### src/rtl/rbed_pkg.sv
// shared types, constants and helpers for the ray box entry distance block
package rbed_pkg;

    localparam int AXES       = 3;
    localparam int FACES      = 6;
    localparam int COORD_W    = 32;
    localparam int NMAG_W     = 17;
    localparam int FRAC_W     = 16;
    localparam int DIVD_W     = COORD_W + FRAC_W;
    localparam int DIV_STAGES = DIVD_W;
    localparam int T_W        = DIVD_W + 1;
    localparam int HI_W       = NMAG_W + COORD_W;
    localparam int SUM_W      = HI_W + 1;
    localparam int P_W        = SUM_W + 2;
    localparam int OUT_W      = 27;
    localparam int S_TDATA_W  = 2 * AXES * COORD_W;
    localparam int M_TDATA_W  = 32;
    localparam int CFG_IDX_W  = 3;
    localparam int FIFO_DEPTH = 4;
    localparam int FIFO_PTR_W = $clog2(FIFO_DEPTH);
    localparam int BIT_CNT_W  = 5;

    localparam logic [OUT_W-1:0]  SENTINEL = 27'd104857600;
    localparam logic [NMAG_W-1:0] UNIT     = 17'd65536;
    localparam logic [BIT_CNT_W-1:0] TOP_BIT = BIT_CNT_W'(FRAC_W);

    localparam logic [AXES-1:0][COORD_W-1:0] START_RESET = '0;
    localparam logic [AXES-1:0][COORD_W-1:0] AIM_RESET   = {32'd0, 32'd0, 32'd65536};
    localparam logic [AXES-1:0][NMAG_W-1:0]  NMAG_RESET  = {17'd0, 17'd0, UNIT};

    typedef enum logic [CFG_IDX_W-1:0] {
        REG_START_X = 3'd0,
        REG_START_Y = 3'd1,
        REG_START_Z = 3'd2,
        REG_AIM_X   = 3'd3,
        REG_AIM_Y   = 3'd4,
        REG_AIM_Z   = 3'd5
    } cfg_reg_t;

    typedef enum logic [1:0] {
        NRM_IDLE,
        NRM_COEF,
        NRM_DIV
    } nrm_state_t;

    typedef struct packed {
        logic                          busy;
        logic [AXES-1:0][COORD_W-1:0]  start;
        logic [AXES-1:0][NMAG_W-1:0]   n_mag;
        logic [AXES-1:0]               n_neg;
    } ray_t;

    typedef struct packed {
        logic [AXES-1:0][COORD_W-1:0] lo;
        logic [AXES-1:0][COORD_W-1:0] hi;
    } box_t;

    typedef struct packed {
        logic [FACES-1:0]              face_en;
        logic [FACES-1:0]              q_neg;
        logic [FACES-1:0][COORD_W-1:0] num;
        box_t                          box;
    } face_job_t;

    typedef struct packed {
        logic [FACES-1:0]              face_en;
        logic [FACES-1:0]              q_neg;
        logic [FACES-1:0][NMAG_W-1:0]  rem;
        logic [FACES-1:0][DIVD_W-1:0]  dq;
        box_t                          box;
    } div_stage_t;

    typedef struct packed {
        logic           vld;
        logic [T_W-1:0] t;
    } cand_t;

    function automatic int face_axis(input int f);
        return (f < AXES) ? f : f - AXES;
    endfunction

    function automatic int other_axis(input int a, input int j);
        int s;
        s = a + 1 + j;
        return (s >= AXES) ? s - AXES : s;
    endfunction

    function automatic cand_t cand_min(input cand_t x, input cand_t y);
        if (x.vld && (!y.vld || ($signed(x.t) <= $signed(y.t))))
            return x;
        return y;
    endfunction

endpackage

### src/rtl/rbed_fifo.sv
// short queue between front end and back end
module rbed_fifo (
    input  logic                 clk,
    input  logic                 rst_n,
    input  logic                 push,
    input  rbed_pkg::face_job_t  wdata,
    input  logic                 pop,
    output rbed_pkg::face_job_t  rdata,
    output logic                 full,
    output logic                 empty
);

    rbed_pkg::face_job_t               mem_reg [rbed_pkg::FIFO_DEPTH];
    logic [rbed_pkg::FIFO_PTR_W-1:0]   wptr_reg, rptr_reg;
    logic [rbed_pkg::FIFO_PTR_W:0]     cnt_reg;

    assign full  = (cnt_reg == (rbed_pkg::FIFO_PTR_W+1)'(rbed_pkg::FIFO_DEPTH));
    assign empty = (cnt_reg == '0);
    assign rdata = mem_reg[rptr_reg];

    always_ff @(posedge clk or negedge rst_n)
    begin
        if (!rst_n)
        begin
            wptr_reg <= '0;
            rptr_reg <= '0;
            cnt_reg  <= '0;
        end
        else
        begin
            if (push)
                wptr_reg <= wptr_reg + 1'b1;
            if (pop)
                rptr_reg <= rptr_reg + 1'b1;
            if (push && !pop)
                cnt_reg <= cnt_reg + 1'b1;
            else if (pop && !push)
                cnt_reg <= cnt_reg - 1'b1;
        end
    end

    always_ff @(posedge clk)
    begin
        if (push)
            mem_reg[wptr_reg] <= wdata;
    end

endmodule

### config.mk
export PLATFORM = sky130hd
export DESIGN_NAME = rbed_fifo
export DESIGN_NICKNAME = d
export VERILOG_FILES = /design/src/rtl/rbed_pkg.sv /design/src/rtl/rbed_fifo.sv
export SDC_FILE = /design/constraint.sdc
export NUM_CORES = 1
export LEC_CHECK = 0
export ABC_AREA = 1
export BUFFER_PORTS_ARGS = -buffer_cell sky130_fd_sc_hd__buf_4
export CELL_PAD_IN_SITES_DETAIL_PLACEMENT = 1
export CELL_PAD_IN_SITES_GLOBAL_PLACEMENT = 2
export CORE_MARGIN = 2
export CORE_UTILIZATION = 35
export CTS_BUF_LIST = sky130_fd_sc_hd__clkbuf_8
export DETAILED_ROUTE_END_ITERATION = 10
export PLACE_DENSITY = 0.71
export SETUP_SLACK_MARGIN = 0.4
export SLEW_MARGIN = 20
export SYNTH_ARGS = -nofsm -noshare
export SYNTH_HDL_FRONTEND = slang
export SYNTH_SLANG_ARGS = --single-unit
### constraint.sdc
create_clock -name clk -period 18 [get_ports clk]
set_clock_uncertainty 0.2 [all_clocks]
set_input_delay 3.6 -clock clk [delete_from_list [all_inputs] [get_ports clk]]
set_output_delay 3.6 -clock clk [all_outputs]
set_load 0.005 [all_outputs]
==> key figures <==
Status
  • Status: finished clean

Critical path
  • Worst Setup SP: rptr_reg[0]
  • FF-to-FF path depth: 7
  • Worst Setup End Kind: output port
  • Worst endpoint data arrival time: 5080 ps
  • Worst Path Required: roughly 14000 ps
  • Kind of start point of the critical path: register
  • CP Class: register to output port
  • CP Max Fanout: ~230
  • Worst reg2reg setup slack: roughly 14000 ps
  • Reg-to-reg endpoint: mem_reg[1][203]
  • Critical R2R Launch: wptr_reg[1]

Logic synthesis
  • Yosys cell types: 17
  • Ys Warns: 0
  • Largest area contributor in the synthesized netlist: edfxtp_1
  • Seq cells post-synth: between 1500 and 2000
  • Top post-synthesis cells by area: edfxtp_1 76%, o211ai_1 9.5%, nand2_1 7.2%
  • Mean post-synth cell area: roughly 13 sq um
  • Net Count, Synth: a little over 5000
  • Yosys top cell area share: about three quarters
  • Mapped Area: roughly 63000 sq um
  • Seq/Total Area, Yosys: ~76%
  • Post-Syn Instances: 4667

Drt
  • Final WL: 169000 um
  • DR pass1 iterations: 5
  • Post-route ant nets: 0
  • Via-per-instance ratio: between 4 and 5
  • DRT iter0 DRCs: 1682
  • Wire per inst: between 20 and 25 um
  • Via count: between 30000 and 40000
  • Residual DRC: 0

STA
  • Worst-margin pin slew: approximately 1200 ps
  • Final WS setup: between 9000 and 10000 ps
  • Max transition margin: 22.6%
  • Shortest period the worst path allows: 8880 ps
  • Final setup viols: 0
  • Final Max Tran Viols: 0
  • Final hold vios: 0
  • TNS Setup: 0 ps
  • Final period util: between 40% and 50%
  • RSZ-0062 raised after global routing: no
  • Maximum operating frequency: ~110 MHz

Power and ir drop
  • Static Leak: 30.1 nW
  • Worst VDD drop: 0.119 mV
  • Flop pwr share: about two fifths
  • Net Switching: between 4 and 5 mW
  • Pwr Density: ~170 nW/um^2
  • Gate power share: 35.3%
  • Sw Share: a little over a third
  • Cell-internal power: approximately 8 mW
  • Clock Power Share: 24.4%

Placement
  • Placed Cells: 7600
  • Hpwl dp: 106000 um
  • Pre-CTS setup slack: ~10000 ps
  • Placer congestion estimate: around 0.76
  • Port buffer count: roughly 800
  • Area after DPL: between 70000 and 80000 sq um

Hold path
  • Hold path endpoint: cnt_reg[2]
  • HP Start: cnt_reg[2]
  • Hold depth: 2
  • Worst min-delay path class: register to register

Flow run
  • Max-cap viol count: 0

Global route
  • Met2 Track Usage GR: approximately 32%
  • GR Layer Usage met1: between 15 and 20%
  • Initial antenna violation count: 32
  • Total gr overflow: 0
  • Largest net degree at the start of global routing: ~240
  • GRT busiest layer: met2
  • GR Util met3: 4.79%
  • Tot GR Track Use: a little under a fifth
  • First-pass GRT wire length: 247000 um
  • Vias in the first global route: 39000

CTS
  • CTS Root Cell: clkbuf_8
  • Clk buf depth: 4
  • Number of setup buffers added after CTS: 0
  • Clock H-tree levels: 5
  • Post-CTS sizing: 0
  • Hold buffers post-CTS: 0
  • Clock transition at the registers of the reported paths: roughly 60 ps
  • TritonCTS clock tree: built
  • Worst-Skew Late Latency: ~980 ps
  • CTS Sinks: 1591
  • CTS buffer count: 296

Layout
  • Non-filler instance count after layout: ~8000
  • Nets@finish: between 5000 and 6000
  • Design Area, Final: ~76000 sq um
  • Flip-flop count of the largest register after layout: roughly 1600
  • Area grow syn2layout: 21.1%
  • Final Util: between 40% and 50%
  • Layout cells sized above 1: ~21%
  • Fillers: 18600

Die
  • Initial Util: roughly a third
  • IO Count: around 800
  • DIE WIDTH: approximately 430 um
  • Area of the die: between 150000 and 200000 sq um
  • Die Span Y: approximately 430 um
  • Row count: between 150 and 200
  • Total core area: 178000 sq um
## worst max-delay path, stage by stage, from the launching register on
cell      delay (ps)
dfrtp_4          900
buf_4            890
buf_12           620
buf_4            760
nand2_1          120
o211ai_1         120
nand2_1          130
buf_4            150
## cell usage in the layout (no fill, tap or decap), drive strengths merged
cell / count
buf: 842
bufinv: 4
clkbuf: 305
clkinv: 97
clkinvlp: 4
dfrtp: 7
diode: 25
edfxtp: 1584
fa: 1
ha: 5
inv: 897
nand2: 1201
nand3: 1
nand4: 1
nor3: 2
o211ai: 792
o21ai: 1
xnor2: 1
xor2: 3
## synthesized netlist by cell type
master / number
inv_4: 1
o211ai_1: 792
fa_1: 1
ha_1: 5
buf_4: 4
edfxtp_1: 1584
nand3_1: 1
nor3_1: 2
xnor2_1: 1
xor2_1: 3
nand2_1: 1201
o21ai_0: 1
dfrtp_1: 7
clkbuf_1: 16
inv_1: 803
buf_2: 244
nand4_1: 1
## area by class of cell
class / instances / area, sq um / area share, %
clock inverter: 198 / 891 / 1.17
sequential: 1591 / 47700 / 62.9
timing repair buffer: 842 / 6400 / 8.44
multi-input combinational: 2008 / 10600 / 14.0
clock buffer: 305 / 4200 / 5.53
inverter: 804 / 3060 / 4.04
tap: 2355 / 2950 / 3.88
antenna: 25 / 62.6 / 0.0824
## cells by family (layout without fill, tap and decap cells)
group           after synthesis  count (layout)  share of synthesized area [%]
compound gates              793             793                           9.50
xor+xnor                      4               4                         0.0559
fa+ha+maj                     6               6                          0.132
buf+inv                    1068            2149                           6.91
flops                      1591            1591                           76.2
other cells                   0              25                              0
simple gates               1205            1205                           7.23
## how the worst max path moves through the flow
| stage | to | slack (ps) | cells past startpoint |
|---|---|---|---|
| 2_1_floorplan | mem_reg[1][0] | 5520 | 3 |
| 3_3_place_gp | rdata[266] | 10090 | 7 |
| 3_5_place_dp | rdata[307] | 9930 | 7 |
| 4_1_cts | rdata[307] | 8820 | 7 |
| 5_1_grt | rdata[194] | 8680 | 7 |
| 6_report | rdata[188] | 9120 | 7 |
## per-layer routing
| metal | wire length, um | up-vias |
|---|---|---|
| met3 | 8980 | 374 |
| li1 | - | 18100 |
| met5 | 115 | - |
| met4 | 7660 | 16 |
| met2 | 89400 | 829 |
| met1 | 62800 | 18900 |
## metrics by stage
| stage | hold WS, ps | total power, mW |
|---|---|---|
| after floorplan | 263 | 7.63 |
| after global placement | 282 | 9.60 |
| after detailed placement | 297 | 9.68 |
| after CTS | 311 | 12.8 |
| after global routing | 344 | 13.3 |
| final | 309 | 12.5 |
## power by group through the flow
stage	Sequential, mW	Combinational (mW)	Clock, mW
after floorplan	5.31	2.32	0
after global placement	5.10	4.50	0
after detailed placement	5.12	4.56	0
after CTS	5.05	4.57	3.18
after global routing	5.09	4.89	3.33
final	5.04	4.43	3.06
Power figures use the tool's default switching activity.
