## config.mk

```make
export PLATFORM = sky130hd
export DESIGN_NAME = rbed_front
export DESIGN_NICKNAME = d
export VERILOG_FILES = /design/src/rtl/rbed_pkg.sv /design/src/rtl/rbed_front.sv
export SDC_FILE = /design/constraint.sdc
export NUM_CORES = 1
export LEC_CHECK = 0
export BUFFER_PORTS_ARGS = -buffer_cell sky130_fd_sc_hd__buf_2
export CAP_MARGIN = 25
export CORE_AREA = 8 8 278 280
export DETAILED_ROUTE_END_ITERATION = 16
export DIE_AREA = 0 0 286 288
export PLACE_DENSITY_LB_ADDON = 0.1
export SLEW_MARGIN = 10
export SYNTH_ARGS = -nofsm -noshare
export SYNTH_HDL_FRONTEND = slang
export SYNTH_SLANG_ARGS = --single-unit
```

## constraint.sdc

```tcl
create_clock -name vclk -period 4.1
set_input_delay 0 -clock vclk [all_inputs]
set_output_delay 0 -clock vclk [all_outputs]
set_load 0.1 [all_outputs]
```

## src/rtl/rbed_pkg.sv

```systemverilog
// shared types, constants and helpers for the ray box entry distance block
package rbed_pkg;

    localparam int AXES       = 3;
    localparam int FACES      = 6;
    localparam int COORD_W    = 32;
    localparam int NMAG_W     = 17;
    localparam int FRAC_W     = 16;
    localparam int DIVD_W     = COORD_W + FRAC_W;
    localparam int DIV_STAGES = DIVD_W;
    localparam int T_W        = DIVD_W + 1;
    localparam int HI_W       = NMAG_W + COORD_W;
    localparam int SUM_W      = HI_W + 1;
    localparam int P_W        = SUM_W + 2;
    localparam int OUT_W      = 27;
    localparam int S_TDATA_W  = 2 * AXES * COORD_W;
    localparam int M_TDATA_W  = 32;
    localparam int CFG_IDX_W  = 3;
    localparam int FIFO_DEPTH = 4;
    localparam int FIFO_PTR_W = $clog2(FIFO_DEPTH);
    localparam int BIT_CNT_W  = 5;

    localparam logic [OUT_W-1:0]  SENTINEL = 27'd104857600;
    localparam logic [NMAG_W-1:0] UNIT     = 17'd65536;
    localparam logic [BIT_CNT_W-1:0] TOP_BIT = BIT_CNT_W'(FRAC_W);

    localparam logic [AXES-1:0][COORD_W-1:0] START_RESET = '0;
    localparam logic [AXES-1:0][COORD_W-1:0] AIM_RESET   = {32'd0, 32'd0, 32'd65536};
    localparam logic [AXES-1:0][NMAG_W-1:0]  NMAG_RESET  = {17'd0, 17'd0, UNIT};

    typedef enum logic [CFG_IDX_W-1:0] {
        REG_START_X = 3'd0,
        REG_START_Y = 3'd1,
        REG_START_Z = 3'd2,
        REG_AIM_X   = 3'd3,
        REG_AIM_Y   = 3'd4,
        REG_AIM_Z   = 3'd5
    } cfg_reg_t;

    typedef enum logic [1:0] {
        NRM_IDLE,
        NRM_COEF,
        NRM_DIV
    } nrm_state_t;

    typedef struct packed {
        logic                          busy;
        logic [AXES-1:0][COORD_W-1:0]  start;
        logic [AXES-1:0][NMAG_W-1:0]   n_mag;
        logic [AXES-1:0]               n_neg;
    } ray_t;

    typedef struct packed {
        logic [AXES-1:0][COORD_W-1:0] lo;
        logic [AXES-1:0][COORD_W-1:0] hi;
    } box_t;

    typedef struct packed {
        logic [FACES-1:0]              face_en;
        logic [FACES-1:0]              q_neg;
        logic [FACES-1:0][COORD_W-1:0] num;
        box_t                          box;
    } face_job_t;

    typedef struct packed {
        logic [FACES-1:0]              face_en;
        logic [FACES-1:0]              q_neg;
        logic [FACES-1:0][NMAG_W-1:0]  rem;
        logic [FACES-1:0][DIVD_W-1:0]  dq;
        box_t                          box;
    } div_stage_t;

    typedef struct packed {
        logic           vld;
        logic [T_W-1:0] t;
    } cand_t;

    function automatic int face_axis(input int f);
        return (f < AXES) ? f : f - AXES;
    endfunction

    function automatic int other_axis(input int a, input int j);
        int s;
        s = a + 1 + j;
        return (s >= AXES) ? s - AXES : s;
    endfunction

    function automatic cand_t cand_min(input cand_t x, input cand_t y);
        if (x.vld && (!y.vld || ($signed(x.t) <= $signed(y.t))))
            return x;
        return y;
    endfunction

endpackage

```

## src/rtl/rbed_front.sv

```systemverilog
// front end: unpacks a box word and sets up the six face divisions
module rbed_front (
    input  logic [rbed_pkg::S_TDATA_W-1:0] s_tdata,
    input  rbed_pkg::ray_t                 ray,
    output rbed_pkg::face_job_t            job
);

    always_comb
    begin
        logic [rbed_pkg::COORD_W-1:0] plane;
        logic [rbed_pkg::COORD_W-1:0] st;
        logic [rbed_pkg::COORD_W:0]   diff;
        int                           a;
        for (int i = 0; i < rbed_pkg::AXES; i++)
        begin
            job.box.lo[i] = s_tdata[rbed_pkg::COORD_W*i +: rbed_pkg::COORD_W];
            job.box.hi[i] = s_tdata[rbed_pkg::COORD_W*(i+rbed_pkg::AXES) +: rbed_pkg::COORD_W];
        end
        for (int f = 0; f < rbed_pkg::FACES; f++)
        begin
            a     = rbed_pkg::face_axis(f);
            plane = (f < rbed_pkg::AXES) ? job.box.lo[a] : job.box.hi[a];
            st    = ray.start[a];
            diff  = {plane[rbed_pkg::COORD_W-1], plane} - {st[rbed_pkg::COORD_W-1], st};
            job.num[f] = diff[rbed_pkg::COORD_W] ? rbed_pkg::COORD_W'(33'd0 - diff)
                                                 : diff[rbed_pkg::COORD_W-1:0];
            job.q_neg[f]   = diff[rbed_pkg::COORD_W] ^ ray.n_neg[a];
            job.face_en[f] = (ray.n_mag[a] != '0);
        end
    end

endmodule

```

==> results of run 1 <==
repair_timing:
item	in CTS	in global routing
setup endpoints to repair	7	113
endpoints found under the hold margin	0	0
pin swaps	4	40
gates resized for setup	9	79
setup buffers	2	14
metrics by stage:
step | worst slack [ns] | utilization (%) | instances | hold slack (ns)
6_report | 0.0680 | 36.7 | 4222 | 0.386
2_1_floorplan | -0.527 | - | 2577 | 0.212
3_3_place_gp | -0.170 | 36.0 | 4201 | 0.386
3_5_place_dp | -0.158 | 36.0 | 4201 | 0.389
5_1_grt | -0.125 | 36.7 | 4218 | 0.393
4_1_cts | 0.000331 | 36.1 | 4203 | 0.391
metal layers:
metal	wire length [um]	GRT usage [%]	vias up
met4	741	1.47	8
met3	5420	3.35	34
met1	36600	24.1	10099
met2	45300	37.2	659
met5	54	0	-
li1	-	-	10495
cell type report:
class	count	area share (%)
multi-input combinational	2129	61.8
timing repair buffer	960	31.3
tap	959	4.50
inverter	169	2.39
antenna	5	0.0469
critical path, cell delays in order:
cell	delay, ns
buf_8	0.10
inv_4	0.04
ha_4	0.12
inv_2	0.03
fa_2	0.34
a21o_1	0.24
a221oi_4	0.42
nand4b_1	0.18
o2111ai_2	0.11
nand3b_1	0.15
or4_4	0.58
nor3_4	0.18
nand4_1	0.26
or4_4	0.58
a22oi_2	0.17
buf_4	0.16
xor2_4	0.16
buf_12	0.19
cell usage in the layout, fill, tap and decap left out, types with 98 or more instances in the layout:
cell type,count
nor2_1,155
buf_12,196
xnor2_2,98
ha_1,195
a21oi_1,204
nand2_1,225
inv_1,165
xnor2_1,108
o21ai_0,171
buf_4,215
buf_2,546
kinds of logic after synthesis:
logic type | count (synthesis) | share of synthesized area, %
compound gates | 786 | 29.6
xor+xnor | 321 | 16.2
fa+ha+maj | 204 | 15.0
buf+inv | 448 | 14.4
mux | 20 | 1.21
simple gates | 798 | 23.6
power breakdown:
| part | switching (uW) | leakage (uW) | internal, uW |
|---|---|---|---|
| Clock | 0 | 0.0000000317 | 0.000163 |
| Sequential | 0 | 0 | 0 |
| Combinational | 9190 | 0.0124 | 4660 |
| Total | 9190 | 0.0124 | 4660 |
path summary, 6_finish.rpt:
check	start	to	cells past startpoint
hold / removal	s_tdata[32]	job[128]	2
setup / recovery	s_tdata[32]	job[255]	18
==> flow_summary.toml, run 1 <==
[cells_and_area]
nets = 3807
seq_cell_count = 0
fin_area_um2 = 26700
multi_input_area_um2 = 16500
syn_to_final_growth_pct = 53.6
layout-drive-gt1-share_pct = 38.5
nClkBuffers = 0
fill_cells = 7721
regArea_um2 = 0

[logic_synthesis]
ys_top_cells_by_count = "227 x nand2_1, 212 x xnor2_1, 209 x a21oi_1"
synth-seq-area-share_pct = 0
syn-num-nets = 3124
synth_area_leaders = "ha_1 14%, xnor2_1 11%, buf_4 8.4%, a21oi_1 6.0%, xor2_1 5.5%"
netlist.area_leader.share_pct = 14.3
synth.avg_cell_area_um2 = 6.74
synth_largest_area_cell = "ha_1"
ys_warn_count = 0
synthesis.area_um2 = 17400
yosysUniqueCellTypes = 102
yosysMostFrequentCell = "nand2_1"
synthCells = 2577

[sta]
max_freq_ghz = 0.248
final_max_slew_viol_count = 0
slew_headroom_pct = 46.5
period_needed_ns = 4.03
rsz0062_at_grt = "yes"
post-route-period-util_pct = 98.3
tightest_slew_ns = 0.796
finalHoldViolations = 0
setup_viol = 0
setup-tns-final_ns = 0

[pwr]
p_leak_uw = 0.0124
power.total_uw = 13900
worst_ir_drop_vdd_mv = 0.597
power_density_nw_per_um2 = 519

[critical_path]
required_ns = 4.10
cp-end-kind = "primary output"
path_max_fanout = 5
cp.arrival_ns = 4.03
crit_type = "input pin to primary output"
cp-start-kind = "input pin"

[drt]
drt-initial-drc-count = 1146
ant_nets = 0
wl_um = 88100
num_vias = 21295
wl_per_cell_um = 20.9
viasPerCell = 5.04
dr.pass1.iters = 5
drc_errors = 0

[die]
start_util_pct = 23.9
io_pins = 739
die_w_um = 286
die_area_um2 = 82400
core_um2 = 72600
die_height_um = 288
core.rowCount = 99

[global_route]
grt.total_usage_pct = 19.7
grt_pass1_vias = 21374
grt_pass1_wl_um = 130000
grt-ovfl-total = 0
grt_max_degree = 27
antenna_found_initial = 10

[place]
gp_congestion = 0.895
place_hpwl_um = 80100
placed_area_um2 = 26200
io_buffers = 738

[job]
max-cap-violations = 0

[run_status]
status = "completed"

[clocking]
cts_hold_buf = 0

[hold_path]
min_path_type = "input pin to primary output"
Note: power is estimated with default switching activity, not from simulation.
==> inputs of run 2 (changes only) <==
CORE_AREA = 2 2 288 290   (was 8 8 278 280)
DIE_AREA = 0 0 290 292   (was 0 0 286 288)
clock period = 4.7 ns   (was 4.1 ns; I/O delays follow)
==> run 2 against run 1 <==
Against the previous run: total power shrank 29%; critical endpoint is now job[351]; die area grew 2.8%; combinational power shrank 29%; sequential share of layout area is the same; wire length shrank 8.1%; worst setup slack gained 0.33 ns; clock-buffer cell count is the same; critical path type unchanged; utilization shrank 9.8 points.
==> flow_summary.toml, run 2 (synthesized netlist as in run 1, its figures left out) <==
[clocking]
cts_hold_buf = 0

[global_route]
met2_usage_pct = 32.1
grt-ovfl-total = 0
grt_max_degree = 33
grt_pass1_wl_um = 120000
grt.total_usage_pct = 17.9
grt_pass1_vias = 19120
use_met3_pct = 3.33
antenna_found_initial = 16
met1_usage_pct = 23.0
busiest_layer = "met2"

[place]
place_hpwl_um = 73200
gp_congestion = 0.849
io_buffers = 738
placed_area_um2 = 21900
preCtsSetupSlack_ns = 0.366

[drt]
num_vias = 20027
drt-initial-drc-count = 1012
wl_um = 80900
viasPerCell = 4.82
ant_nets = 0
wl_per_cell_um = 19.5
drc_errors = 0
dr.pass1.iters = 5

[cells_and_area]
final_core_util_pct = 26.9
layout-drive-gt1-share_pct = 28.2
syn_to_final_growth_pct = 26.5
layout_common_cells = "674 x buf_2, 227 x nand2_1, 209 x a21oi_1, 200 x xnor2_1, 198 x ha_1"
seq_cell_count = 0
nets = 3628
fill_cells = 9226
final_common_cell = "buf_2"
regArea_um2 = 0
nClkBuffers = 0
fin_area_um2 = 22000

[critical_path]
cp-start-kind = "input pin"
path_max_fanout = 10
cp.arrival_ns = 4.31
required_ns = 4.70
crit_type = "input pin to primary output"
cp-end-kind = "primary output"
crit_start = "ray[101]"

[hold_path]
worstHoldStart = "s_tdata[128]"
min_path_type = "input pin to primary output"

[sta]
final_max_slew_viol_count = 0
slew_headroom_pct = 49.5
setup-tns-final_ns = 0
period_needed_ns = 4.31
tightest_slew_ns = 0.749
post-route-period-util_pct = 91.6
rsz0062_at_grt = "no"
setup_viol = 0
max_freq_ghz = 0.232
finalHoldViolations = 0
setup_slack_ns = 0.394

[die]
die_w_um = 290
start_util_pct = 21.3
core_um2 = 81600
io_pins = 739
core.rowCount = 105
die_area_um2 = 84700
die_height_um = 292

[job]
max-cap-violations = 0

[run_status]
status = "completed"

[pwr]
worst_ir_drop_vdd_mv = 0.353
p_leak_uw = 0.0102
power_density_nw_per_um2 = 449
## run 2: worst paths after layout
path                   end  cells after the start  slack, ns
setup / recovery  job[351]                     15       0.39
hold / removal     job[32]                      2       0.38
## run 2: cell type report
type	count	area (um^2)	share of cell area, %
Tap cell	1070	1340	6.10
Inverter	169	634	2.89
Multi-Input combinational cell	2129	15000	68.2
Antenna cell	10	25.0	0.114
Timing Repair Buffer	781	4990	22.7
## run 2: per-stage QoR
stage | power [uW] | hold WS [ns] | instances
after floorplan | 7500 | 0.212 | 2577
after global placement | 9940 | 0.386 | 4149
after detailed placement | 9900 | 0.386 | 4149
after CTS | 9930 | 0.386 | 4149
after global routing | 10300 | 0.388 | 4154
final | 9850 | 0.385 | 4159
## run 2: per-layer routing
metal | up-vias | routed length, um
met2 | 552 | 39300
met4 | 6 | 728
li1 | 10193 | -
met1 | 9248 | 35300
met5 | - | 35
met3 | 28 | 5510
## run 2: where the power goes
part / internal, uW / switching (uW)
Sequential: 0 / 0
Clock: 0.000286 / 0
Combinational: 2360 / 7490
Total: 2360 / 7490
## run 2: repair_timing
| action | 4_1_cts | 5_1_grt |
|---|---|---|
| endpoints found under the setup margin | 0 | 1 |
| setup buffers | 0 | 0 |
| resized for setup | 0 | 1 |
## run 2: critical path: stages
cell,delay (ns)
buf_2,0.08
inv_1,0.05
ha_1,0.46
nand4_1,0.22
nor2_1,0.43
o2111ai_1,0.28
a31oi_1,0.42
xnor2_1,0.23
nor4b_1,0.40
nor4b_4,0.38
nand2_1,0.21
or4_1,0.45
a22oi_1,0.22
xor2_1,0.26
buf_12,0.21
==> inputs of run 3 (changes only) <==
BUFFER_PORTS_ARGS = -buffer_cell sky130_fd_sc_hd__buf_4   (was -buffer_cell sky130_fd_sc_hd__buf_2)
TNS_END_PERCENT = 1   (was not set)
clock period = 5.3 ns   (was 4.7 ns; I/O delays follow)
==> run 3 against run 2 <==
Against the previous run: critical endpoint unchanged; first-iteration DRC count increased by 15%; highest routed layer unchanged; worst setup slack improved by 0.36 ns; clock-buffer cell count did not move; die area stayed put.
==> flow_summary.toml, run 3 (synthesized netlist as in run 1, its figures left out) <==
[cells_and_area]
layoutNonFillerInstCount = 4120
nClkBuffers = 0
diodes = 0
syn_to_final_growth_pct = 29.5
final_core_util_pct = 27.6
layout_common_cells = "752 x buf_4, 227 x nand2_1, 212 x xnor2_1, 209 x a21oi_1, 198 x ha_1"
fill_cells = 9090
regArea_um2 = 0
nets = 3599
layout-drive-gt1-share_pct = 27.2
seq_cell_count = 0
final_common_cell = "buf_4"

[sta]
slew_headroom_pct = 47.6
period_needed_ns = 4.54
final_max_slew_viol_count = 0
tightest_slew_ns = 0.781
post-route-period-util_pct = 85.7
max_freq_ghz = 0.220
finalHoldViolations = 0
rsz0062_at_grt = "no"
setup_viol = 0
setup-tns-final_ns = 0

[drt]
wl_per_cell_um = 20.2
drc_errors = 0
dr.pass1.iters = 5
viasPerCell = 4.93
drt-initial-drc-count = 1167
num_vias = 20305
ant_nets = 0
wl_um = 83400

[pwr]
power_density_nw_per_um2 = 378
worst_ir_drop_vdd_mv = 0.397
p_sw_share_pct = 77.5
intPower_uw = 1920
p_clk_share_pct = 0
seq_power_share_pct = 0
p_leak_uw = 0.0102
p_sw_uw = 6590
combPwrFrac_pct = 100.0

[hold_path]
hold_depth = 2
worstHoldStart = "s_tdata[160]"
min_path_type = "input pin to primary output"
min_to = "job[64]"

[clocking]
cts_hold_buf = 0
postCtsResizedCells = 0
postCtsSetupRepairBufs = 0

[die]
io_pins = 739
core_um2 = 81600
core.rowCount = 105
start_util_pct = 21.3
die_w_um = 290
die_height_um = 292
die_area_um2 = 84700

[global_route]
grt.total_usage_pct = 18.4
grt_max_degree = 33
grt-ovfl-total = 0
antenna_found_initial = 1
grt_pass1_vias = 19938
grt_pass1_wl_um = 123000

[critical_path]
cp_num_buf_inv = 4
path_max_fanout = 7
worstPathCellList = "buf_4 > inv_1 > ha_1 > inv_1 > fa_1 > a21o_1 > a221oi_4 > o22ai_1 > nor3_1 > o41ai_1 > a2111o_1 > o311ai_0 > nand3_1 > or4_1 > a22oi_1 > xor2_1 > buf_4"
required_ns = 5.30
worst_path_largest_cell_delay_ns = 0.54
cp.arrival_ns = 4.54
cp-end-kind = "primary output"
critical-path-slowest-cell = "nor3_1"
crit_type = "input pin to primary output"
path_delay_family = "compound AO/OA/AOI/OAI gates"
cp-start-kind = "input pin"

[place]
place_hpwl_um = 75200
gp_congestion = 0.852
io_buffers = 738
placed_cells = 4120

[job]
max-cap-violations = 0

[run_status]
status = "completed"
-- run 3: layout make-up --
class / count / area (um^2) / area share, %
Tap cell: 1070 / 1340 / 5.95
Timing Repair Buffer: 752 / 5650 / 25.1
Inverter: 169 / 634 / 2.82
Multi-Input combinational cell: 2129 / 14900 / 66.1
-- run 3: routing by layer --
layer	track usage (%)	vias up	wire length, um
met1	23.6	9579	36900
met2	33.8	575	41600
met4	1.24	2	620
met3	2.61	28	4210
li1	-	10121	-
met5	0	-	13
-- run 3: power by group through the flow --
stage | sequential (uW) | clock [uW] | combinational, uW
after floorplan | 0 | 0 | 6620
after global placement | 0 | 0 | 8520
after detailed placement | 0 | 0 | 8530
after CTS | 0 | 0 | 8550
after global routing | 0 | 0 | 8880
final | 0 | 0 | 8510
-- run 3: worst max path at each step --
stage,end,from,cells past startpoint
detailed placement,job[223],ray[55],15
global route,job[351],s_tdata[128],17
floorplan,job[225],ray[95],14
CTS,job[223],ray[55],15
finish,job[351],s_tdata[128],17
global placement,job[223],ray[55],15
-- run 3: per-stage QoR --
| stage | setup slack (ns) | cell area (um^2) | power [uW] | hold WS (ns) |
|---|---|---|---|---|
| finish | 0.758 | 22500 | 8510 | 0.337 |
| global route | 0.333 | 22500 | 8880 | 0.340 |
| CTS | 0.721 | 22500 | 8550 | 0.336 |
| detailed placement | 0.756 | 22500 | 8530 | 0.336 |
| global placement | 0.793 | 22500 | 8520 | 0.336 |
| floorplan | 0.431 | 17400 | 6620 | 0.212 |
