[src/rtl/rbed_pkg.sv]
// shared types, constants and helpers for the ray box entry distance block
package rbed_pkg;

    localparam int AXES       = 3;
    localparam int FACES      = 6;
    localparam int COORD_W    = 32;
    localparam int NMAG_W     = 17;
    localparam int FRAC_W     = 16;
    localparam int DIVD_W     = COORD_W + FRAC_W;
    localparam int DIV_STAGES = DIVD_W;
    localparam int T_W        = DIVD_W + 1;
    localparam int HI_W       = NMAG_W + COORD_W;
    localparam int SUM_W      = HI_W + 1;
    localparam int P_W        = SUM_W + 2;
    localparam int OUT_W      = 27;
    localparam int S_TDATA_W  = 2 * AXES * COORD_W;
    localparam int M_TDATA_W  = 32;
    localparam int CFG_IDX_W  = 3;
    localparam int FIFO_DEPTH = 4;
    localparam int FIFO_PTR_W = $clog2(FIFO_DEPTH);
    localparam int BIT_CNT_W  = 5;

    localparam logic [OUT_W-1:0]  SENTINEL = 27'd104857600;
    localparam logic [NMAG_W-1:0] UNIT     = 17'd65536;
    localparam logic [BIT_CNT_W-1:0] TOP_BIT = BIT_CNT_W'(FRAC_W);

    localparam logic [AXES-1:0][COORD_W-1:0] START_RESET = '0;
    localparam logic [AXES-1:0][COORD_W-1:0] AIM_RESET   = {32'd0, 32'd0, 32'd65536};
    localparam logic [AXES-1:0][NMAG_W-1:0]  NMAG_RESET  = {17'd0, 17'd0, UNIT};

    typedef enum logic [CFG_IDX_W-1:0] {
        REG_START_X = 3'd0,
        REG_START_Y = 3'd1,
        REG_START_Z = 3'd2,
        REG_AIM_X   = 3'd3,
        REG_AIM_Y   = 3'd4,
        REG_AIM_Z   = 3'd5
    } cfg_reg_t;

    typedef enum logic [1:0] {
        NRM_IDLE,
        NRM_COEF,
        NRM_DIV
    } nrm_state_t;

    typedef struct packed {
        logic                          busy;
        logic [AXES-1:0][COORD_W-1:0]  start;
        logic [AXES-1:0][NMAG_W-1:0]   n_mag;
        logic [AXES-1:0]               n_neg;
    } ray_t;

    typedef struct packed {
        logic [AXES-1:0][COORD_W-1:0] lo;
        logic [AXES-1:0][COORD_W-1:0] hi;
    } box_t;

    typedef struct packed {
        logic [FACES-1:0]              face_en;
        logic [FACES-1:0]              q_neg;
        logic [FACES-1:0][COORD_W-1:0] num;
        box_t                          box;
    } face_job_t;

    typedef struct packed {
        logic [FACES-1:0]              face_en;
        logic [FACES-1:0]              q_neg;
        logic [FACES-1:0][NMAG_W-1:0]  rem;
        logic [FACES-1:0][DIVD_W-1:0]  dq;
        box_t                          box;
    } div_stage_t;

    typedef struct packed {
        logic           vld;
        logic [T_W-1:0] t;
    } cand_t;

    function automatic int face_axis(input int f);
        return (f < AXES) ? f : f - AXES;
    endfunction

    function automatic int other_axis(input int a, input int j);
        int s;
        s = a + 1 + j;
        return (s >= AXES) ? s - AXES : s;
    endfunction

    function automatic cand_t cand_min(input cand_t x, input cand_t y);
        if (x.vld && (!y.vld || ($signed(x.t) <= $signed(y.t))))
            return x;
        return y;
    endfunction

endpackage

[src/rtl/rbed_cfg.sv]
// ray registers and sequential direction normalizer
module rbed_cfg (
    input  logic                             clk,
    input  logic                             rst_n,
    input  logic                             cfg_valid,
    output logic                             cfg_ready,
    input  logic [rbed_pkg::CFG_IDX_W-1:0]   cfg_index,
    input  logic [rbed_pkg::COORD_W-1:0]     cfg_data,
    output rbed_pkg::ray_t                   ray
);

    logic [rbed_pkg::AXES-1:0][rbed_pkg::COORD_W-1:0] start_reg, start_next;
    logic [rbed_pkg::AXES-1:0][rbed_pkg::COORD_W-1:0] aim_reg, aim_next;
    logic [rbed_pkg::AXES-1:0][rbed_pkg::COORD_W-1:0] d_abs_reg, d_abs_next;
    logic [rbed_pkg::AXES-1:0]                        d_neg_reg, d_neg_next;
    logic [rbed_pkg::COORD_W-1:0]                     coef_reg, coef_next;
    logic [1:0]                                       axis_reg, axis_next;
    logic [rbed_pkg::BIT_CNT_W-1:0]                   bit_reg, bit_next;
    logic [rbed_pkg::COORD_W-1:0]                     rem_reg, rem_next;
    logic [rbed_pkg::NMAG_W-1:0]                      quo_reg, quo_next;
    logic [rbed_pkg::AXES-1:0][rbed_pkg::NMAG_W-1:0]  n_mag_reg, n_mag_next;
    logic [rbed_pkg::AXES-1:0]                        n_neg_reg, n_neg_next;
    rbed_pkg::nrm_state_t                             state_reg, state_next;

    logic [rbed_pkg::AXES-1:0][rbed_pkg::COORD_W-1:0] d_abs_c;
    logic [rbed_pkg::AXES-1:0]                        d_neg_c;
    logic [rbed_pkg::COORD_W-1:0]                     coef_c;
    logic [rbed_pkg::COORD_W:0]                       rr;
    logic                                             ge;
    logic [rbed_pkg::COORD_W-1:0]                     rem_step;
    logic [rbed_pkg::NMAG_W-1:0]                      quo_step;
    logic                                             cfg_we;

    assign cfg_ready = 1'b1;
    assign cfg_we    = cfg_valid && (cfg_index <= rbed_pkg::REG_AIM_Z);

    // direction magnitudes and largest component
    always_comb
    begin
        logic [rbed_pkg::COORD_W:0] d;
        coef_c = '0;
        for (int a = 0; a < rbed_pkg::AXES; a++)
        begin
            d = {aim_reg[a][rbed_pkg::COORD_W-1], aim_reg[a]}
              - {start_reg[a][rbed_pkg::COORD_W-1], start_reg[a]};
            d_neg_c[a] = d[rbed_pkg::COORD_W];
            d_abs_c[a] = d[rbed_pkg::COORD_W] ? rbed_pkg::COORD_W'(33'd0 - d)
                                              : d[rbed_pkg::COORD_W-1:0];
            if (d_abs_c[a] > coef_c)
                coef_c = d_abs_c[a];
        end
    end

    // one quotient bit per cycle
    always_comb
    begin
        rr = (bit_reg == rbed_pkg::TOP_BIT) ? {1'b0, d_abs_reg[axis_reg]} : {rem_reg, 1'b0};
        ge = rr >= {1'b0, coef_reg};
        rem_step = ge ? rbed_pkg::COORD_W'(rr - {1'b0, coef_reg})
                      : rr[rbed_pkg::COORD_W-1:0];
        quo_step = {quo_reg[rbed_pkg::NMAG_W-2:0], ge};
    end

    always_comb
    begin
        start_next = start_reg;
        aim_next   = aim_reg;
        d_abs_next = d_abs_reg;
        d_neg_next = d_neg_reg;
        coef_next  = coef_reg;
        axis_next  = axis_reg;
        bit_next   = bit_reg;
        rem_next   = rem_reg;
        quo_next   = quo_reg;
        n_mag_next = n_mag_reg;
        n_neg_next = n_neg_reg;
        state_next = state_reg;
        unique case (state_reg)
            rbed_pkg::NRM_IDLE:
            begin
                state_next = rbed_pkg::NRM_IDLE;
            end
            rbed_pkg::NRM_COEF:
            begin
                d_abs_next = d_abs_c;
                d_neg_next = d_neg_c;
                coef_next  = coef_c;
                axis_next  = 2'd0;
                bit_next   = rbed_pkg::TOP_BIT;
                state_next = rbed_pkg::NRM_DIV;
            end
            rbed_pkg::NRM_DIV:
            begin
                rem_next = rem_step;
                quo_next = quo_step;
                if (bit_reg == '0)
                begin
                    n_mag_next[axis_reg] = (coef_reg == '0) ? '0 : quo_step;
                    n_neg_next[axis_reg] = d_neg_reg[axis_reg];
                    bit_next = rbed_pkg::TOP_BIT;
                    if (axis_reg == 2'(rbed_pkg::AXES - 1))
                        state_next = rbed_pkg::NRM_IDLE;
                    else
                        axis_next = axis_reg + 2'd1;
                end
                else
                begin
                    bit_next = bit_reg - 1'b1;
                end
            end
            default:
            begin
                state_next = rbed_pkg::NRM_IDLE;
            end
        endcase
        if (cfg_we)
        begin
            unique case (cfg_index)
                rbed_pkg::REG_START_X: start_next[0] = cfg_data;
                rbed_pkg::REG_START_Y: start_next[1] = cfg_data;
                rbed_pkg::REG_START_Z: start_next[2] = cfg_data;
                rbed_pkg::REG_AIM_X:   aim_next[0]   = cfg_data;
                rbed_pkg::REG_AIM_Y:   aim_next[1]   = cfg_data;
                rbed_pkg::REG_AIM_Z:   aim_next[2]   = cfg_data;
                default:               aim_next      = aim_reg;
            endcase
            state_next = rbed_pkg::NRM_COEF;
        end
    end

    always_ff @(posedge clk or negedge rst_n)
    begin
        if (!rst_n)
        begin
            start_reg <= rbed_pkg::START_RESET;
            aim_reg   <= rbed_pkg::AIM_RESET;
            n_mag_reg <= rbed_pkg::NMAG_RESET;
            n_neg_reg <= '0;
            axis_reg  <= '0;
            bit_reg   <= '0;
            state_reg <= rbed_pkg::NRM_IDLE;
        end
        else
        begin
            start_reg <= start_next;
            aim_reg   <= aim_next;
            n_mag_reg <= n_mag_next;
            n_neg_reg <= n_neg_next;
            axis_reg  <= axis_next;
            bit_reg   <= bit_next;
            state_reg <= state_next;
        end
    end

    always_ff @(posedge clk)
    begin
        d_abs_reg <= d_abs_next;
        d_neg_reg <= d_neg_next;
        coef_reg  <= coef_next;
        rem_reg   <= rem_next;
        quo_reg   <= quo_next;
    end

    assign ray.busy  = (state_reg != rbed_pkg::NRM_IDLE);
    assign ray.start = start_reg;
    assign ray.n_mag = n_mag_reg;
    assign ray.n_neg = n_neg_reg;

endmodule

[config.mk]
export PLATFORM = sky130hd
export DESIGN_NAME = rbed_cfg
export DESIGN_NICKNAME = d
export VERILOG_FILES = /design/src/rtl/rbed_pkg.sv /design/src/rtl/rbed_cfg.sv
export SDC_FILE = /design/constraint.sdc
export NUM_CORES = 1
export LEC_CHECK = 0
export BUFFER_PORTS_ARGS = -buffer_cell sky130_fd_sc_hd__buf_2
export CAP_MARGIN = 0
export CORE_MARGIN = 2
export CORE_UTILIZATION = 45
export DETAILED_ROUTE_END_ITERATION = 7
export HOLD_SLACK_MARGIN = 0.03
export PLACE_DENSITY_LB_ADDON = 0.12
export SLEW_MARGIN = 20
export SYNTH_ARGS = -nofsm -noshare
export SYNTH_HDL_FRONTEND = slang
export SYNTH_SLANG_ARGS = --single-unit
[constraint.sdc]
create_clock -name clk -period 11.4 [get_ports clk]
set_input_delay 2.28 -clock clk [delete_from_list [all_inputs] [get_ports clk]]
set_output_delay 2.28 -clock clk [all_outputs]
set_load 0.01 [all_outputs]
==> results.md, run 1 <==
* Cell with the most instances after synthesis: nand2_1
* Worst EP required at between 10000 and 15000 ps
* Total Routed Length at about 87 mm
* Clock skew at 30.5 ps
* Fin crit period at about 10000 ps
* N_diodes at 0
* MaxCap Viol Count at 0
* Main combinational cell family by area after synthesis: compound AO/OA/AOI/OAI gates
* Max Fanout on Critical Path at 38
* Crit-path slowest cell: a2111oi_1
* Die X at approximately 260 µm
* WP data arrival at between 10000 and 15000 ps
* CP Class: flop to flop
* Hold buffers post-CTS at 0
* Yosys warns at 0
* Synth area leaders: dfrtp_1 22%, edfxtp_1 19%, ha_1 8.7%, o21ai_0 4.8%, mux2_2 4.7%
* Cts repair resizes at 0
* IO Pins at 190
* Filler cell count at 6026
* Seq/Total Area, Yosys at about two fifths
* Simple-gate share of the synthesized area at 14.2%
* Site row count at 93
* EDFF count, synth at between 150 and 200
* Clock root cell: clkbuf_16
* Area growth from synthesis to final layout at 12.0%
* Total GRT Usage at 25.9%
* Post-route setup TNS at 0 ps
* Area fraction in compound gates after synthesis at 18.1%
* Most Frequent Cell on Critical Path: o21a_1
* Worst reg2reg path endpoint: coef_reg[26]
* # setup viols final at 0
* Gpl congestion at approximately 0.95
* Starting Density at a little under half
* Fin util at slightly above 50%
* Flop2flop setup slack at 1040 ps
* Synthesized flop and latch total at about 430
* Hold EP: quo_reg[15]
* RSZ-0062 raised after global routing: no
* FMAX at approximately 97 MHz
* Post-Syn Area at roughly 29000 µm²
* Synth Area in Adders at 8.96%
* Hold Path Stages at 0
* Final Max Slew Viols at 0
* Worst Hold Class: flop to flop
* Leading area contributor after synthesis: dfrtp_1
* Routed Antenna Nets at 0
* Status: finished clean
* NumNets Final at between 3000 and 4000
* Die outline height at between 200 and 300 µm
* Die ar. at approximately 66000 µm²
* Initial antenna violation count at 1
* Synth cell count leaders: 330 x nand2_1, 277 x o21ai_0, 253 x dfrtp_1
* Asr flop ratio synth at between 50% and 60%
* Fin Hold WS at 451 ps
* Register Area at about 12000 µm²
* Worst-Margin Slew at about 1100 ps
* Synth unique cells at about 110
* DRC at 0
* I/O Buffers at 188
* Clk buf depth at 3
* Worst hold path startpoint: quo_reg[14]
* Multi-input logic area at roughly 16000 µm²
* CTS tree: built
* Via count of the first global-routing pass at roughly 23000
* Xor/xnor share of the synthesized area at approximately 5.5%
* Routed via count at 23700
* Syn avg cell area at roughly 9.4 µm²
* Starting DRT DRC Count at between 1500 and 2000
* Num CTS Buffers at 50
* H-Tree Depth at 2
* Area post-placement at approximately 31000 µm²
* Crit path capture type: flop
* Synth Flop Type: dfrtp_1
* Post-DP HPWL at about 68 mm
* Clk_lat worst skew at about 630 ps
* Setup crit start kind: flop
* Routed vias/inst at roughly 5.7
* Post-synthesis mux area share at under 10%
* Grt ovf at 0
* RR Startpoint: ray[58]
* First-pass GRT wire length at around 130 mm
* Fin. Hold Viols at 0
* Largest net degree at the start of global routing at ~120
* Share of layout cells above drive strength 1 at 15.1%
* Slowest Stage Delay on Critical Path at 790 ps
* Worst-path clk slew at 60 ps
* Post-CTS setup buffers at 0
* Core area at ~64000 µm²
* Max-slew headroom at 29.4%
* Wire per inst at 21.0 µm
* Post-Synthesis Cells at slightly above 3000
* Number of flip-flops in the largest register at between 100 and 150
* Syn_nets at 3331
* Final worst path period share at between 90% and 100%
* R2R depth at 41
* Num Clock Sinks at 434
* Share of the synthesized area in the top cell type at about 22%
* Post-layout instance area at between 30000 and 40000 µm²
* First drt pass iteration count at 6
## cells in the final DEF, fill, tap and decap left out, types with 42 or more instances in the layout
cell / instances
nand2_1: 328
o21ai_0: 277
dfrtp_1: 252
inv_1: 249
a21oi_1: 211
ha_1: 199
buf_2: 187
nor2_1: 186
edfxtp_1: 179
mux2_2: 122
xnor2_1: 101
mux2i_1: 84
xor2_1: 76
a21o_1: 68
clkbuf_16: 50
nand3_1: 47
nand4_1: 42
## metal layers
layer / track usage (%) / up-vias / part of all wire, %
met2: 41.4 / 642 / 45
met4: 7.18 / 0 / 2.6
li1: - / 11400 / -
met5: 0 / - / 0
met1: 37.0 / 11500 / 47
met3: 3.04 / 125 / 5.2
## final cells by class
| class | count | share of cell area [%] |
|---|---|---|
| clock inverters | 29 | 0.933 |
| multi-input cells | 2282 | 48.8 |
| flip-flops and latches | 434 | 36.3 |
| clock buffers | 64 | 4.20 |
| repair buffers | 215 | 3.57 |
| well taps | 855 | 3.30 |
| inverters | 254 | 2.94 |
## how the worst max path moves through the flow
stage	from	end	slack [ps]	cells after the start
after floorplan	ray[54]	coef_reg[0]	2100	41
after global placement	ray[58]	coef_reg[31]	1160	41
after detailed placement	ray[58]	coef_reg[26]	1110	41
after CTS	ray[58]	coef_reg[26]	1020	41
after global routing	aim_reg[0]	coef_reg[26]	260	43
final	ray[58]	coef_reg[26]	1040	41
## through the flow
| step | setup WS [ps] | instances |
|---|---|---|
| after detailed placement | 1110 | 4040 |
| after CTS | 1020 | 4133 |
| final | 1040 | 4133 |
| after global placement | 1160 | 4040 |
| after global routing | 262 | 4133 |
| after floorplan | 2100 | 3088 |
## cells by family (layout without fill, tap and decap cells)
group / count (synthesis) / in the layout
mux: 207 / 207
buf+inv: 372 / 562
flops: 434 / 434
fa+ha+maj: 205 / 205
other cells: 1 / 1
xor+xnor: 179 / 179
simple gates: 855 / 855
compound gates: 835 / 835
## worst max-delay path: cells and delay by family, from the launching register on
family	cells	cell delay [ps]
compound gates	21	4620
simple gates	13	3100
fa+ha+maj	3	1040
buf+inv	3	820
flops	1	340
mux	1	250
Power of run 1 is left out: the tool's default activity adds up to more than one toggle a clock period on the data nets, which glitch-free logic cannot reach.
==> run 2: changes to the inputs <==
- PLACE_DENSITY_LB_ADDON: 0.12 -> not set
==> run 2 against run 1 <==
Compared with the run above: first-iteration DRC count shrank 11%; global-route usage fell by 0.14 points; flip-flop and latch count is the same; clock-buffer cell count is 4 higher; cell count about the same; final area rose by 0.15%; critical path type unchanged.
==> results.md, run 2 (synthesis gave the netlist of run 1 again) <==
* WP data arrival at 11070 ps (+270 ps)
* IO Pins at 190 (unchanged)
* WL met2 at 39.6 mm (+0.17%)
* Flop2flop setup slack at 780 ps (-270 ps)
* Met3 WL at 4.30 mm (-4.7%)
* Worst hold path startpoint: quo_reg[0]
* Cts repair resizes at 0 (unchanged)
* Post-DP HPWL at 66.8 mm (-1.2%)
* N_diodes at 0 (unchanged)
* RSZ-0062 raised after global routing: no
* Clock skew at 53.8 ps (+23.3 ps)
* Top delay family on crit path: compound AO/OA/AOI/OAI gates
* DRC at 0 (unchanged)
* I/O Buffers at 188 (unchanged)
* Hold Path Stages at 0 (unchanged)
* Post-CTS setup buffers at 0 (unchanged)
* Crit path capture type: flop
* Multi-input logic area at 15800 µm² (about the same)
* Filler cell count at 5969 (-0.95%)
* Clk_lat worst skew at 640 ps (about the same)
* Site row count at 93 (unchanged)
* Routed vias/inst at 5.70 (-0.40%)
* Num CTS Buffers at 51 (+2.0%)
* Worst-path clk slew at 60 ps (about the same)
* CP Class: flop to flop
* Max-slew headroom at 28.3% (-1.1 points)
* Worst reg2reg path endpoint: coef_reg[12]
* # setup viols final at 0 (unchanged)
* R2R depth at 43 (+4.9%)
* Largest net degree at the start of global routing at 105 (-9.5%)
* Worst EP required at 11850 ps (about the same)
* Top sig layer: met4
* Core area at 64000 µm² (unchanged)
* Final Max Slew Viols at 0 (unchanged)
* Via count of the first global-routing pass at 23300 (-0.013%)
* Worst-Margin Slew at 1070 ps (+9.98 ps)
* Hold buffers post-CTS at 0 (unchanged)
* Grt ovf at 0 (unchanged)
* Routed Antenna Nets at 0 (unchanged)
* Status: finished clean
* First drt pass iteration count at 5 (-1)
* Die outline height at 258 µm (unchanged)
* Clk buf depth at 3 (unchanged)
* Wire per inst at 20.8 µm (-1.0%)
* Starting DRT DRC Count at 1602 (-11%)
* FMAX at 94.1 MHz (-2.5%)
* Routed via count at 23600 (-0.36%)
* RR Startpoint: aim_reg[0]
* Fin crit period at 10620 ps (+268 ps)
* Initial antenna violation count at 1 (unchanged)
* Number of flip-flops in the largest register at 147 (unchanged)
* Gpl congestion at 0.967 (+2.0%)
* Share of layout cells above drive strength 1 at 15.2% (+0.14 points)
* Most frequent cells in the layout: 326 x nand2_1, 277 x o21ai_0, 252 x dfrtp_1, 249 x inv_1, 211 x a21oi_1
* Total GRT Usage at 25.7% (-0.14 points)
* Area growth from synthesis to final layout at 12.1%
* Setup crit start kind: flop
* H-Tree Depth at 2 (unchanged)
* Hold EP: quo_reg[1]
* Die X at 258 µm (unchanged)
* Worst Hold Class: flop to flop
* Most Frequent Cell on Critical Path: o21a_1
* Max Fanout on Critical Path at 25 (-34%)
* Slowest Stage Delay on Critical Path at 600 ps (-190 ps)
* Register Area at 11800 µm² (unchanged)
* Num Clock Sinks at 434 (unchanged)
* Clock root cell: clkbuf_16
* Die ar. at 66400 µm² (unchanged)
* Critical path depth at 43 (+4.9%)
* Starting Density at 45.3% (unchanged)
* First-pass GRT wire length at 134 mm (-0.43%)
* MaxCap Viol Count at 0 (unchanged)
* Most common cell after layout, fill and taps aside: nand2_1
* Final worst path period share at 93.2% (+2.4 points)
* NumNets Final at 3481 (+0.029%)
* Worst Path Buf+Inv at 5 (+2)
* Total Routed Length at 86.1 mm (-0.98%)
* Post-route setup TNS at 0 ps (unchanged)
* Crit-path slowest cell: o41ai_2
* Fin. Hold Viols at 0 (unchanged)
* CTS tree: built
* M1 wire length at 39.5 mm (-2.9%)
[run 2: cell count changes in the layout (fill, tap and decap cells not counted), sizes merged]
cell | previous run | this run
bufinv | 4 | 2
clkinv | 17 | 16
inv | 259 | 261
clkbuf | 64 | 68
clkinvlp | 3 | 2
[run 2: how the worst max path moves through the flow]
stage          startpoint      endpoint  slack [ps]
6_report       aim_reg[0]  coef_reg[12]         780
5_1_grt        aim_reg[0]  coef_reg[18]          20
4_1_cts        aim_reg[0]  coef_reg[12]         520
3_5_place_dp   aim_reg[0]  coef_reg[12]         540
3_3_place_gp   aim_reg[0]  coef_reg[13]         770
2_1_floorplan     ray[54]   coef_reg[0]        2100
[run 2: cell type report]
cell class | count | area share (%)
inverters | 254 | 2.93
multi-input cells | 2282 | 48.7
flip-flops and latches | 434 | 36.2
clock buffers | 68 | 4.38
well taps | 855 | 3.29
clock inverters | 27 | 0.840
repair buffers | 215 | 3.61
[run 2: per-stage QoR]
stage / utilization, % / setup slack [ps] / hold slack [ps] / std cells / instance area, µm²
2_1_floorplan: - / 2100 / 426 / 3088 / 29000
3_3_place_gp: 48.1 / 767 / 429 / 4039 / 30800
3_5_place_dp: 48.1 / 540 / 440 / 4039 / 30800
4_1_cts: 50.7 / 518 / 456 / 4134 / 32400
5_1_grt: 50.8 / 18.2 / 462 / 4135 / 32500
6_report: 50.8 / 776 / 455 / 4135 / 32500
[run 2: layer usage]
layer | global-route usage, % | vias up
met5 | 0 | -
met4 | 8.06 | 0
met3 | 3.30 | 151
met2 | 41.9 | 607
met1 | 35.7 | 11400
li1 | - | 11400
Power of run 2 is left out for the same reason.
